**src/design/fbpa_pkg.sv**
```systemverilog
// Package for the fixed block pool allocator.
// Holds widths, status and register codes, and the sequencer state type.
// No dependencies.
package fbpa_pkg;

    localparam int MAX_BLOCKS = 256;
    localparam int ADDR_W     = 32;
    localparam int IDX_W      = $clog2(MAX_BLOCKS);
    localparam int CNT_W      = IDX_W + 1;
    localparam int BS_W       = 16;
    localparam int PROD_W     = BS_W + CNT_W;
    localparam int OFF_W      = BS_W + IDX_W;
    localparam int DIV_W      = BS_W + IDX_W - 1;
    localparam int STEP_W     = $clog2(IDX_W);
    localparam int TOT_W      = 32;
    localparam int STATUS_W   = 3;
    localparam int CFG_IDX_W  = 2;

    localparam logic REQ_ALLOC = 1'b0;
    localparam logic REQ_FREE  = 1'b1;

    typedef enum logic [STATUS_W-1:0] {
        ST_OK      = 3'd0,
        ST_EMPTY   = 3'd1,
        ST_INVALID = 3'd2,
        ST_NULL    = 3'd3,
        ST_FULL    = 3'd4
    } status_t;

    typedef enum logic [CFG_IDX_W-1:0] {
        CFG_BASE  = 2'd0,
        CFG_BSIZE = 2'd1,
        CFG_CAP   = 2'd2
    } cfg_idx_t;

    typedef enum logic [3:0] {
        S_IDLE,
        S_ALLOC_RD,
        S_ALLOC_MUL,
        S_ALLOC_ADD,
        S_FREE_SPAN,
        S_FREE_CMP,
        S_FREE_DIV,
        S_FREE_END,
        S_DONE
    } state_t;

endpackage

```
**src/design/fixed_block_pool_allocator.sv**
```systemverilog
// Fixed block pool allocator top level: free index stack, sequencer, shared
// multiplier and shift-subtract divider. Depends on fbpa_pkg.
//
// Usage:
//   Input channel (s_valid/s_ready): one request, allocate or free. s_ready is
//   high only while the sequencer is idle and no register write is offered;
//   one request is worked at a time.
//   Result channel (m_valid/m_ready): one result per request, held in an
//   output register, so a new request is taken while a result still waits.
//   Config channel (cfg_valid/cfg_ready): base address, block size, capacity.
//   Writing the capacity refills the free stack and clears the in-use count.
//   Steps from request accept to result valid:
//     allocate: stack read, multiply, add, output load;
//     empty pool or null free: output load; free: span multiply, compare,
//     output load if outside the pool span, else shift-subtract divide (one
//     quotient bit a cycle, 8 bits), end check and output load.
//   A stalled receiver holds the sequencer in its output-load state.
//   Reset (aresetn low, synchronous): registers to their defaults, the free
//   stack reads as entry i = i through per-entry valid bits; no clearing pass.
module fixed_block_pool_allocator (
    input  logic                           aclk,
    input  logic                           aresetn,
    input  logic                           s_valid,
    output logic                           s_ready,
    input  logic                           s_req_type,
    input  logic [fbpa_pkg::ADDR_W-1:0]    s_free_address,
    output logic                           m_valid,
    input  logic                           m_ready,
    output logic [fbpa_pkg::ADDR_W-1:0]    m_block_address,
    output logic [fbpa_pkg::STATUS_W-1:0]  m_status,
    output logic [fbpa_pkg::CNT_W-1:0]     m_in_use_count,
    output logic [fbpa_pkg::CNT_W-1:0]     m_high_water,
    output logic [fbpa_pkg::TOT_W-1:0]     m_alloc_total,
    output logic [fbpa_pkg::TOT_W-1:0]     m_free_total,
    input  logic                           cfg_valid,
    output logic                           cfg_ready,
    input  logic [fbpa_pkg::CFG_IDX_W-1:0] cfg_index,
    input  logic [fbpa_pkg::ADDR_W-1:0]    cfg_data
);
    import fbpa_pkg::*;

    // configuration
    logic [ADDR_W-1:0] base_reg;
    logic [BS_W-1:0]   bs_reg;
    logic [CNT_W-1:0]  cap_reg;

    // pool state
    logic [IDX_W-1:0]      stack_mem [MAX_BLOCKS];
    logic [MAX_BLOCKS-1:0] entry_valid_reg;
    logic [CNT_W-1:0]      depth_reg;
    logic [CNT_W-1:0]      in_use_reg;
    logic [CNT_W-1:0]      peak_reg;
    logic [TOT_W-1:0]      alloc_cnt_reg;
    logic [TOT_W-1:0]      free_cnt_reg;

    // sequencer and datapath
    state_t              state_reg, state_next;
    logic [IDX_W-1:0]    rd_addr_reg;
    logic [IDX_W-1:0]    rd_data_reg;
    logic                rd_valid_reg;
    logic [PROD_W-1:0]   prod_reg;
    logic [ADDR_W-1:0]   off_reg;
    logic [OFF_W-1:0]    rem_reg;
    logic [DIV_W-1:0]    div_reg;
    logic [IDX_W-1:0]    quo_reg;
    logic [STEP_W-1:0]   step_reg;
    logic [ADDR_W-1:0]   res_addr_reg;
    status_t             res_status_reg;
    logic                m_valid_reg;

    logic                s_fire;
    logic                cfg_fire;
    logic                out_load;
    logic                span_bad;
    logic                div_ge;
    logic                push_ok;
    logic [IDX_W-1:0]    alloc_idx;
    logic [CNT_W-1:0]    mul_b;
    logic [CNT_W-1:0]    cap_eff;
    logic [BS_W-1:0]     bs_eff;
    logic [CNT_W-1:0]    cfg_cap;

    // a pending register write goes ahead of a request
    assign s_ready   = (state_reg == S_IDLE) && !cfg_valid;
    assign cfg_ready = (state_reg == S_IDLE);
    assign s_fire    = s_valid && s_ready;
    assign cfg_fire  = cfg_valid && cfg_ready;
    assign m_valid   = m_valid_reg;

    // clamp written capacity and block size to their usable ranges
    assign cfg_cap = cfg_data[CNT_W-1:0];
    always_comb begin
        if (cfg_cap == '0) begin
            cap_eff = CNT_W'(1);
        end else if (cfg_cap > CNT_W'(MAX_BLOCKS)) begin
            cap_eff = CNT_W'(MAX_BLOCKS);
        end else begin
            cap_eff = cfg_cap;
        end
        bs_eff = (cfg_data[BS_W-1:0] == '0) ? BS_W'(1) : cfg_data[BS_W-1:0];
    end

    // shared multiplier operand: block index on allocate, capacity on free
    assign alloc_idx = rd_valid_reg ? rd_data_reg : rd_addr_reg;
    assign mul_b     = (state_reg == S_ALLOC_MUL) ? {1'b0, alloc_idx} : cap_reg;

    assign span_bad = off_reg >= {{(ADDR_W-PROD_W){1'b0}}, prod_reg};
    assign div_ge   = rem_reg >= {1'b0, div_reg};
    assign push_ok  = (rem_reg == '0) && (depth_reg < cap_reg);
    assign out_load = (state_reg == S_DONE) && (!m_valid_reg || m_ready);

    // state register
    always_ff @(posedge aclk) begin
        if (!aresetn) begin
            state_reg <= S_IDLE;
        end else begin
            state_reg <= state_next;
        end
    end

    // next state
    always_comb begin
        state_next = state_reg;
        case (state_reg)
            S_IDLE: begin
                if (s_fire) begin
                    if (s_req_type == REQ_ALLOC) begin
                        state_next = (depth_reg == '0 || depth_reg > cap_reg) ?
                                     S_DONE : S_ALLOC_RD;
                    end else begin
                        state_next = (s_free_address == '0) ? S_DONE : S_FREE_SPAN;
                    end
                end
            end
            S_ALLOC_RD:  state_next = S_ALLOC_MUL;
            S_ALLOC_MUL: state_next = S_ALLOC_ADD;
            S_ALLOC_ADD: state_next = S_DONE;
            S_FREE_SPAN: state_next = S_FREE_CMP;
            S_FREE_CMP:  state_next = span_bad ? S_DONE : S_FREE_DIV;
            S_FREE_DIV:  state_next = (step_reg == '0) ? S_FREE_END : S_FREE_DIV;
            S_FREE_END:  state_next = S_DONE;
            S_DONE:      state_next = out_load ? S_IDLE : S_DONE;
            default:     state_next = S_IDLE;
        endcase
    end

    // configuration registers
    always_ff @(posedge aclk) begin
        if (!aresetn) begin
            base_reg <= '0;
            bs_reg   <= BS_W'(64);
            cap_reg  <= CNT_W'(MAX_BLOCKS);
        end else if (cfg_fire) begin
            case (cfg_idx_t'(cfg_index))
                CFG_BASE:  base_reg <= cfg_data;
                CFG_BSIZE: bs_reg   <= bs_eff;
                CFG_CAP:   cap_reg  <= cap_eff;
                default:   ;
            endcase
        end
    end

    // free index stack: write on push, registered read on pop
    always_ff @(posedge aclk) begin
        if (state_reg == S_FREE_END && push_ok) begin
            stack_mem[depth_reg[IDX_W-1:0]] <= quo_reg;
        end
        if (state_reg == S_ALLOC_RD) begin
            rd_data_reg <= stack_mem[rd_addr_reg];
        end
    end

    // entry valid bits: an unwritten entry reads as its own index
    always_ff @(posedge aclk) begin
        if (!aresetn) begin
            entry_valid_reg <= '0;
        end else if (cfg_fire && cfg_idx_t'(cfg_index) == CFG_CAP) begin
            entry_valid_reg <= '0;
        end else if (state_reg == S_FREE_END && push_ok) begin
            entry_valid_reg[depth_reg[IDX_W-1:0]] <= 1'b1;
        end
    end

    // pool counters
    always_ff @(posedge aclk) begin
        if (!aresetn) begin
            depth_reg     <= CNT_W'(MAX_BLOCKS);
            in_use_reg    <= '0;
            peak_reg      <= '0;
            alloc_cnt_reg <= '0;
            free_cnt_reg  <= '0;
        end else if (cfg_fire && cfg_idx_t'(cfg_index) == CFG_CAP) begin
            depth_reg  <= cap_eff;
            in_use_reg <= '0;
        end else begin
            case (state_reg)
                S_ALLOC_RD: begin
                    depth_reg <= depth_reg - CNT_W'(1);
                end
                S_ALLOC_ADD: begin
                    in_use_reg <= in_use_reg + CNT_W'(1);
                    if (in_use_reg + CNT_W'(1) > peak_reg) begin
                        peak_reg <= in_use_reg + CNT_W'(1);
                    end
                    if (alloc_cnt_reg != '1) begin
                        alloc_cnt_reg <= alloc_cnt_reg + TOT_W'(1);
                    end
                end
                S_FREE_END: begin
                    if (push_ok) begin
                        depth_reg <= depth_reg + CNT_W'(1);
                        if (in_use_reg != '0) begin
                            in_use_reg <= in_use_reg - CNT_W'(1);
                        end
                        if (free_cnt_reg != '1) begin
                            free_cnt_reg <= free_cnt_reg + TOT_W'(1);
                        end
                    end
                end
                default: ;
            endcase
        end
    end

    // datapath: multiplier, divider and result staging
    always_ff @(posedge aclk) begin
        case (state_reg)
            S_IDLE: begin
                res_addr_reg <= '0;
                off_reg      <= s_free_address - base_reg;
                rd_addr_reg  <= depth_reg[IDX_W-1:0] - IDX_W'(1);
                if (s_req_type == REQ_ALLOC) begin
                    res_status_reg <= ST_EMPTY;
                end else begin
                    res_status_reg <= ST_NULL;
                end
            end
            S_ALLOC_RD: begin
                rd_valid_reg <= entry_valid_reg[rd_addr_reg];
            end
            S_ALLOC_MUL, S_FREE_SPAN: begin
                prod_reg <= PROD_W'(bs_reg) * PROD_W'(mul_b);
            end
            S_ALLOC_ADD: begin
                res_addr_reg   <= base_reg + {{(ADDR_W-PROD_W){1'b0}}, prod_reg};
                res_status_reg <= ST_OK;
            end
            S_FREE_CMP: begin
                res_status_reg <= ST_INVALID;
                rem_reg        <= off_reg[OFF_W-1:0];
                div_reg        <= {bs_reg, {(IDX_W-1){1'b0}}};
                quo_reg        <= '0;
                step_reg       <= STEP_W'(IDX_W-1);
            end
            S_FREE_DIV: begin
                // one quotient bit per cycle, divisor shifts down
                if (div_ge) begin
                    rem_reg <= rem_reg - {1'b0, div_reg};
                end
                quo_reg  <= {quo_reg[IDX_W-2:0], div_ge};
                div_reg  <= div_reg >> 1;
                step_reg <= step_reg - STEP_W'(1);
            end
            S_FREE_END: begin
                if (rem_reg != '0) begin
                    res_status_reg <= ST_INVALID;
                end else if (depth_reg >= cap_reg) begin
                    res_status_reg <= ST_FULL;
                end else begin
                    res_status_reg <= ST_OK;
                end
            end
            default: ;
        endcase
    end

    // output register: load from the staged result, drop on accept
    always_ff @(posedge aclk) begin
        if (!aresetn) begin
            m_valid_reg <= 1'b0;
        end else if (out_load) begin
            m_valid_reg <= 1'b1;
        end else if (m_ready) begin
            m_valid_reg <= 1'b0;
        end
    end

    always_ff @(posedge aclk) begin
        if (out_load) begin
            m_block_address <= res_addr_reg;
            m_status        <= res_status_reg;
            m_in_use_count  <= in_use_reg;
            m_high_water    <= peak_reg;
            m_alloc_total   <= alloc_cnt_reg;
            m_free_total    <= free_cnt_reg;
        end
    end

endmodule
```
**config.mk**
```make
export PLATFORM = sky130hd
export DESIGN_NAME = fixed_block_pool_allocator
export DESIGN_NICKNAME = d
export VERILOG_FILES = /design/src/design/fbpa_pkg.sv /design/src/design/fixed_block_pool_allocator.sv
export SDC_FILE = /design/constraint.sdc
export NUM_CORES = 2
export LEC_CHECK = 0
export BUFFER_PORTS_ARGS = -buffer_cell sky130_fd_sc_hd__buf_2
export CAP_MARGIN = 10
export CORE_MARGIN = 2
export CORE_UTILIZATION = 40
export CTS_CLUSTER_SIZE = 24
export DETAILED_ROUTE_END_ITERATION = 16
export GPL_TIMING_DRIVEN = 0
export PLACE_DENSITY_LB_ADDON = 0.08
export SYNTH_ARGS = -nofsm -noshare
export SYNTH_HDL_FRONTEND = slang
export SYNTH_SLANG_ARGS = --single-unit
```
**constraint.sdc**
```tcl
create_clock -name aclk -period 9.6 [get_ports aclk]
set_input_delay 1.92 -clock aclk [delete_from_list [all_inputs] [get_ports aclk]]
set_output_delay 1.92 -clock aclk [all_outputs]
set_load 0.005 [all_outputs]
```
### Word level (Yosys, flattened, before mapping)

Memory sizes are Yosys's and may differ from the RTL's. A register that Yosys moved wholly into a read port is not among the register bits.
Index checks and enable logic that the tools add are counted.

| cells by class | value |
|---|---|
| add/sub/neg operators | 11 |
| eq/ne operators | 17 |
| bitwise logic cells | 3 |
| order comparisons | 10 |
| div/mod/pow operators | 0 |
| multiply operators | 1 |
| shifts and indexed selects | 0 |
| mux-type cells | 37 |
| reductions and logical operators | 40 |

Operator list:

| kind | count |
|---|---|
| 256-bit bitwise OR | 1 |
| 32-bit by 1-bit adder with 32-bit output, second input constant | 2 |
| 32-bit inequality test, second input constant | 2 |
| 32-bit case mux with 2 select lines | 1 |
| 9-bit two-way mux | 7 |
| 24-bit case mux with 2 select lines | 1 |
| 23-bit case mux with 2 select lines | 1 |
| 9-bit case mux with 2 select lines | 2 |
| 32-bit by 25-bit adder with 32-bit output | 1 |
| 32-bit by 25-bit >= comparator with 1-bit output | 1 |
| 32-bit zero test | 1 |
| 4-bit case mux with 8 select lines | 1 |
| 32-bit subtractor | 1 |
| 16-bit by 9-bit multiplier with 25-bit output | 1 |
| 24-bit by 23-bit >= comparator with 1-bit output | 1 |
| 24-bit zero test | 1 |
| 24-bit two-way mux | 1 |
| 4-bit two-way mux | 6 |
| 24-bit nonzero test | 1 |
| 24-bit by 23-bit subtractor with 24-bit output | 1 |
| 9-bit by 1-bit adder with 9-bit output, second input constant | 2 |
| 9-bit > comparator | 2 |
| 9-bit zero test | 2 |
| 8-bit by 9-bit < comparator with 1-bit output, second input constant | 2 |
| 42 further kinds | 77 |

| storage, ports and cells | value |
|---|---|
| logic and storage cells | 147 |
| memory bits (writable) | 2048 |
| flip-flop bits (word level) | 685 |
| memories | 1 |
| bits in latches | 0 |
| bits of input ports | 72 |
| ROM bits | 0 |
| output and inout bits | 120 |

Memory list:

| memory | words | bits a word | rd ports | clocked after Yosys merged registers in | wr ports | line | RTL |
|---|---|---|---|---|---|---|---|
| stack_mem | 256 | 8 | 1 | 1 | 1 | fixed_block_pool_allocator.sv:48 | `logic [IDX_W-1:0] stack_mem [MAX_BLOCKS];` |

### Longest topological paths before layout

| logic depth | value |
|---|---|
| depth after elaboration | 6 |
| gate-level depth with buffers | 27 |
| gate-level depth less buffers | 25 |

### Worst setup path before layout

Ideal clock, no wire load.

| path | value |
|---|---|
| path type | input port to flip-flop |
| start | input port m_ready |
| end | register m_alloc_total[0] (netlist name), enable pin |
| setup slack | 2.163 ns |
| setup time | 0.594 ns |
| cell stages on the path | 2 |
| arrival | 6.843 ns |
| data required time | 9.006 ns |
| path buffers | 0 |
| cell sequence | nor2b_1 > nor2_1 |

| on the way | value |
|---|---|
| word-level cells in the longest chain between the ends | 2 |

Ends and longest elaborated chain:

| item | line | RTL |
|---|---|---|
| start, declared | fixed_block_pool_allocator.sv:28 | `input logic m_ready,` |
| 1-bit logical OR | fixed_block_pool_allocator.sv:110 | `assign out_load = (state_reg == S_DONE) && (!m_valid_reg \|\| m_ready);` |
| 1-bit logical AND | fixed_block_pool_allocator.sv:110 |  |
| named net out_load | fixed_block_pool_allocator.sv:73 | `logic out_load;` |
| end signal, assigned | fixed_block_pool_allocator.sv:294 | `m_alloc_total <= alloc_cnt_reg;` |
| end, declared | fixed_block_pool_allocator.sv:33 | `output logic [fbpa_pkg::TOT_W-1:0] m_alloc_total,` |

The timed path passes the listed nets, and every way through them passes these cells.
A chain may end at the register's enable or synchronous reset.

### Final worst setup path

| path | value |
|---|---|
| start | register rd_addr_reg[1] |
| end | register prod_reg[24] (data pin) |

| on the way | value |
|---|---|
| word-level cells in the longest chain between the ends | 3 |

Ends and longest elaborated chain:

| item | line | RTL |
|---|---|---|
| start, declared | fixed_block_pool_allocator.sv:58 | `logic [IDX_W-1:0] rd_addr_reg;` |
| start signal, assigned | fixed_block_pool_allocator.sv:231 | `rd_addr_reg <= depth_reg[IDX_W-1:0] - IDX_W'(1);` |
| 8-bit two-way mux | fixed_block_pool_allocator.sv:104 | `assign alloc_idx = rd_valid_reg ? rd_data_reg : rd_addr_reg;` |
| 9-bit two-way mux | fixed_block_pool_allocator.sv:105 | `assign mul_b = (state_reg == S_ALLOC_MUL) ? {1'b0, alloc_idx} : cap_reg;` |
| 16-bit by 9-bit multiplier with 25-bit output | fixed_block_pool_allocator.sv:242 | `prod_reg <= PROD_W'(bs_reg) * PROD_W'(mul_b);` |
| end signal, assigned | fixed_block_pool_allocator.sv:242 |  |
| end, declared | fixed_block_pool_allocator.sv:61 | `logic [PROD_W-1:0] prod_reg;` |

Every way passes these cells.

==> run summary <==
Ys flop type: edfxtp_1
Number of global-route vias before repair: 62654
Max-Cap Viols: 0
Pin count of the biggest net entering global routing: 38
Final setup fails: 0
Register area share after synthesis: 68.4%
NetSw: 10.4 mW
Share of layout cells above drive strength 1: 22.2%
Status: finished, final reports clean
Avg Inst Size Synth: 17.5 µm²
Starting Density: 40.2%
Max reg flops: 2048
CP Class: flip-flop to flip-flop
Fin nets: 7529
Core area: 285000 µm²
Die area: 290000 µm²
Power per standard cell area: 256 nW/µm²
Final Cycle Share: 94.6%
Synthesized flop and latch total: 2741
Die Wd: 539 µm
H-tree Lvls: 5
Max Slew Vio Count: 0
Seq pwr share: 40.0%
Yosys warnings: 0
GPL Wtd Cong: 0.858
First-pass GRT wire length: 479000 µm
Critical path endpoint category: flip-flop
Crit Path Max Fanout: 10
Via count: 62956
Post-Syn Area: 114000 µm²
Cts repair resizes: 0
Tightest Hold Check Type: flip-flop to flip-flop
Antenna violations before repair: 17
CP arrival: 9.72 ns
Yosys cell types: 70
Min Tclk post-route: 9.08 ns
Hpwl dp: 241000 µm
Total gr overflow: 0
Fraction of registers with async set or reset after synthesis: 0%
Wire per inst: 30.3 µm
Area grow syn2layout: 16.5%
Mapped Nets: 6901
Die extent in y: 539 µm
Post-CTS Setup Repair Bufs: 0
Slew at the pin closest to its max-slew limit: 1.40 ns
Clock network power share: 34.5%
Worst Path Required: 10.23 ns
Cell Count, Final, Fillers Out: 11193
Max IR drop VDD: 156 µV
Root Buffer: clkbuf_16
Setup TNS: 0 ns
CTS max path bufs: 4
# DRC: 0
F_max: 110 MHz
Leak: 45.0 nW
Post-synth EDFFs: 2332
Iter 0 DRT Violations: 6427
Vias per std cell: 5.62
Setup crit start kind: flip-flop
TritonCTS Sinks: 2741
Slowest stage delay, CP: 0.93 ns
Comb pwr share: 25.5%
CP most frequent cell: fa_1
Hold Buf Count CTS: 0
Standard-cell row count: 196
Slowest stage cell, crit path: a21oi_1
Final hold vios: 0
CTS tree: done
Internal: 23.7 mW
Setup Skew: 0.0623 ns
Final wirelength: 339000 µm
CTS Buf Count: 305
IO Pins: 192
Port-buffer cells: 191
# placed instances: 10619
Post-Synthesis Cells: 6540
Routed Antenna Nets: 0
Worst rel slew slack: 6.45%
Crit-path cells: clkbuf_1 -> buf_16 -> buf_1 -> clkbuf_1 -> mux2i_1 -> a21oi_1 -> clkbuf_1 -> nand2_1 -> fa_1 -> inv_1 -> fa_1 -> fa_1 -> inv_1 -> fa_1 -> inv_1 -> ha_1 -> o21a_1 -> nor2_1 -> a211oi_1 -> and3b_1 -> o31ai_1 -> a221o_1 -> a21oi_1 -> xnor2_1
Tot GR Track Use: 23.1%
Clock Pin Slew Worst Setup and Hold Paths: 0.07 ns
Clk Latency, worst-skew pair: 0.92 ns
Drt first pass iters: 8
Net Sw Frac: 30.6%
RSZ-0062 raised after global routing: false
==> cell families after synthesis <==
| family | share of synthesized area, % |
|---|---|
| adders and majority gates | 3.84 |
| xor gates and xnor gates | 1.13 |
| and+or+nand+nor | 4.96 |
| AOI/OAI and AO/OA | 4.43 |
| DFF | 68.4 |
| buffers and inverters | 2.04 |
| muxes | 15.2 |
==> worst max-delay path, delay by kind of cell, from the launching register on <==
| kind | cells | cell delay, ns |
|---|---|---|
| AO/OA/AOI/OAI | 6 | 2.30 |
| XOR/XNOR | 1 | 0.13 |
| buffers and inverters | 8 | 2.88 |
| adder cells (fa/ha/maj) | 5 | 2.45 |
| flip-flops | 1 | 0.34 |
| multiplexers | 1 | 0.24 |
| AND/OR/NAND/NOR | 3 | 0.47 |
==> metal layers <==
layer | wire, µm | up-vias | global-route usage, %
met5 | 11 | - | 0
met4 | 9390 | 2 | 6.35
met3 | 19400 | 447 | 3.20
met2 | 160000 | 2052 | 36.9
met1 | 150000 | 33468 | 33.3
li1 | - | 26987 | -
==> cells in the mapped netlist (5+ instances only) <==
cell	number	area, µm²
fa_1	103	2060
nor2_1	448	1680
nand2b_1	36	225
a21oi_1	185	926
nor4_1	35	219
dfxtp_1	409	8190
mux2i_1	14	140
o21a_1	288	2160
or3_1	37	231
nor3b_1	7	52.6
o211ai_1	7	52.6
o21bai_1	11	82.6
or2_2	6	37.5
ha_1	186	2330
o21ai_0	114	571
mux4_2	765	17200
nand2_1	311	1170
xor2_1	51	447
xnor2_1	96	841
o31ai_1	16	120
nor2b_1	92	576
clkbuf_1	231	867
a211oi_1	17	128
nor3_1	45	225
and3_1	23	144
a21o_1	51	383
and2_1	38	238
a311oi_1	14	123
buf_1	28	105
buf_2	61	305
and4_1	11	96.3
nand4_1	32	200
nand4b_1	9	78.8
edfxtp_1	2332	70000
a22oi_1	5	37.5
inv_1	272	1020
a31oi_1	15	93.8
nand3_1	71	355
or4_1	9	67.6
==> cell type report <==
class,count,area [µm²]
well taps,3762,4710
repair buffers,321,3990
clock inverters,141,1510
clock buffers,421,8520
diodes,8,20.0
fillers,24358,152000
multi-input cells,3201,33800
inverters,276,1040
flip-flops and latches,2741,78200
plain buffers,322,1330
==> per-stage QoR <==
| stage | util [%] | power (mW) | worst slack (ns) | instance area [µm²] | hold WS, ns |
|---|---|---|---|---|---|
| final | 46.8 | 34.1 | 0.515 | 133000 | 0.415 |
| after global placement | 42.1 | 22.5 | -0.450 | 120000 | 0.405 |
| after CTS | 46.7 | 34.4 | 0.459 | 133000 | 0.417 |
| after global routing | 46.8 | 35.2 | 0.129 | 133000 | 0.427 |
| after detailed placement | 43.2 | 22.6 | 0.455 | 123000 | 0.405 |
| after floorplan | - | 18.8 | 2.16 | 114000 | 0.400 |
==> worst paths after layout <==
kind	start	end	slack, ns	cells after the start
worst max-delay path	rd_addr_reg[1]	prod_reg[24]	0.52	24
worst min-delay path	res_addr_reg[24]	m_block_address[24]	0.42	0
worst max register to register	rd_addr_reg[1]	prod_reg[24]	0.52	24
worst min register to register	res_addr_reg[24]	m_block_address[24]	0.42	0
==> power groups by stage <==
| stage | combinational, mW | clock (mW) | sequential, mW |
|---|---|---|---|
| 3_3_place_gp | 8.37 | 0 | 14.1 |
| 4_1_cts | 8.78 | 12.0 | 13.6 |
| 3_5_place_dp | 8.75 | 0 | 13.9 |
| 6_report | 8.70 | 11.8 | 13.6 |
| 2_1_floorplan | 4.91 | 0 | 13.9 |
| 5_1_grt | 9.09 | 12.4 | 13.7 |
==> placed cells by master, fill, tap and decap left out, types with 22 or more instances in the layout <==
master	Yosys	routed
a21o_1	51	51
a21oi_1	185	185
and2_1	38	38
and3_1	23	23
buf_1	28	27
buf_16	0	86
buf_2	61	256
bufinv_16	0	22
clkbuf_1	231	284
clkbuf_16	0	310
clkbuf_2	0	23
clkbuf_8	0	35
clkinv_1	2	35
clkinv_2	0	51
dfxtp_1	409	409
edfxtp_1	2332	2332
fa_1	103	103
ha_1	186	186
inv_1	272	271
mux4_2	765	765
nand2_1	311	310
nand2b_1	36	36
nand3_1	71	71
nand4_1	32	32
nor2_1	448	446
nor2b_1	92	92
nor3_1	45	42
nor4_1	35	35
o21a_1	288	288
o21ai_0	114	114
or3_1	37	37
xnor2_1	96	96
xor2_1	51	51
Note: power is estimated with default switching activity, not from simulation.
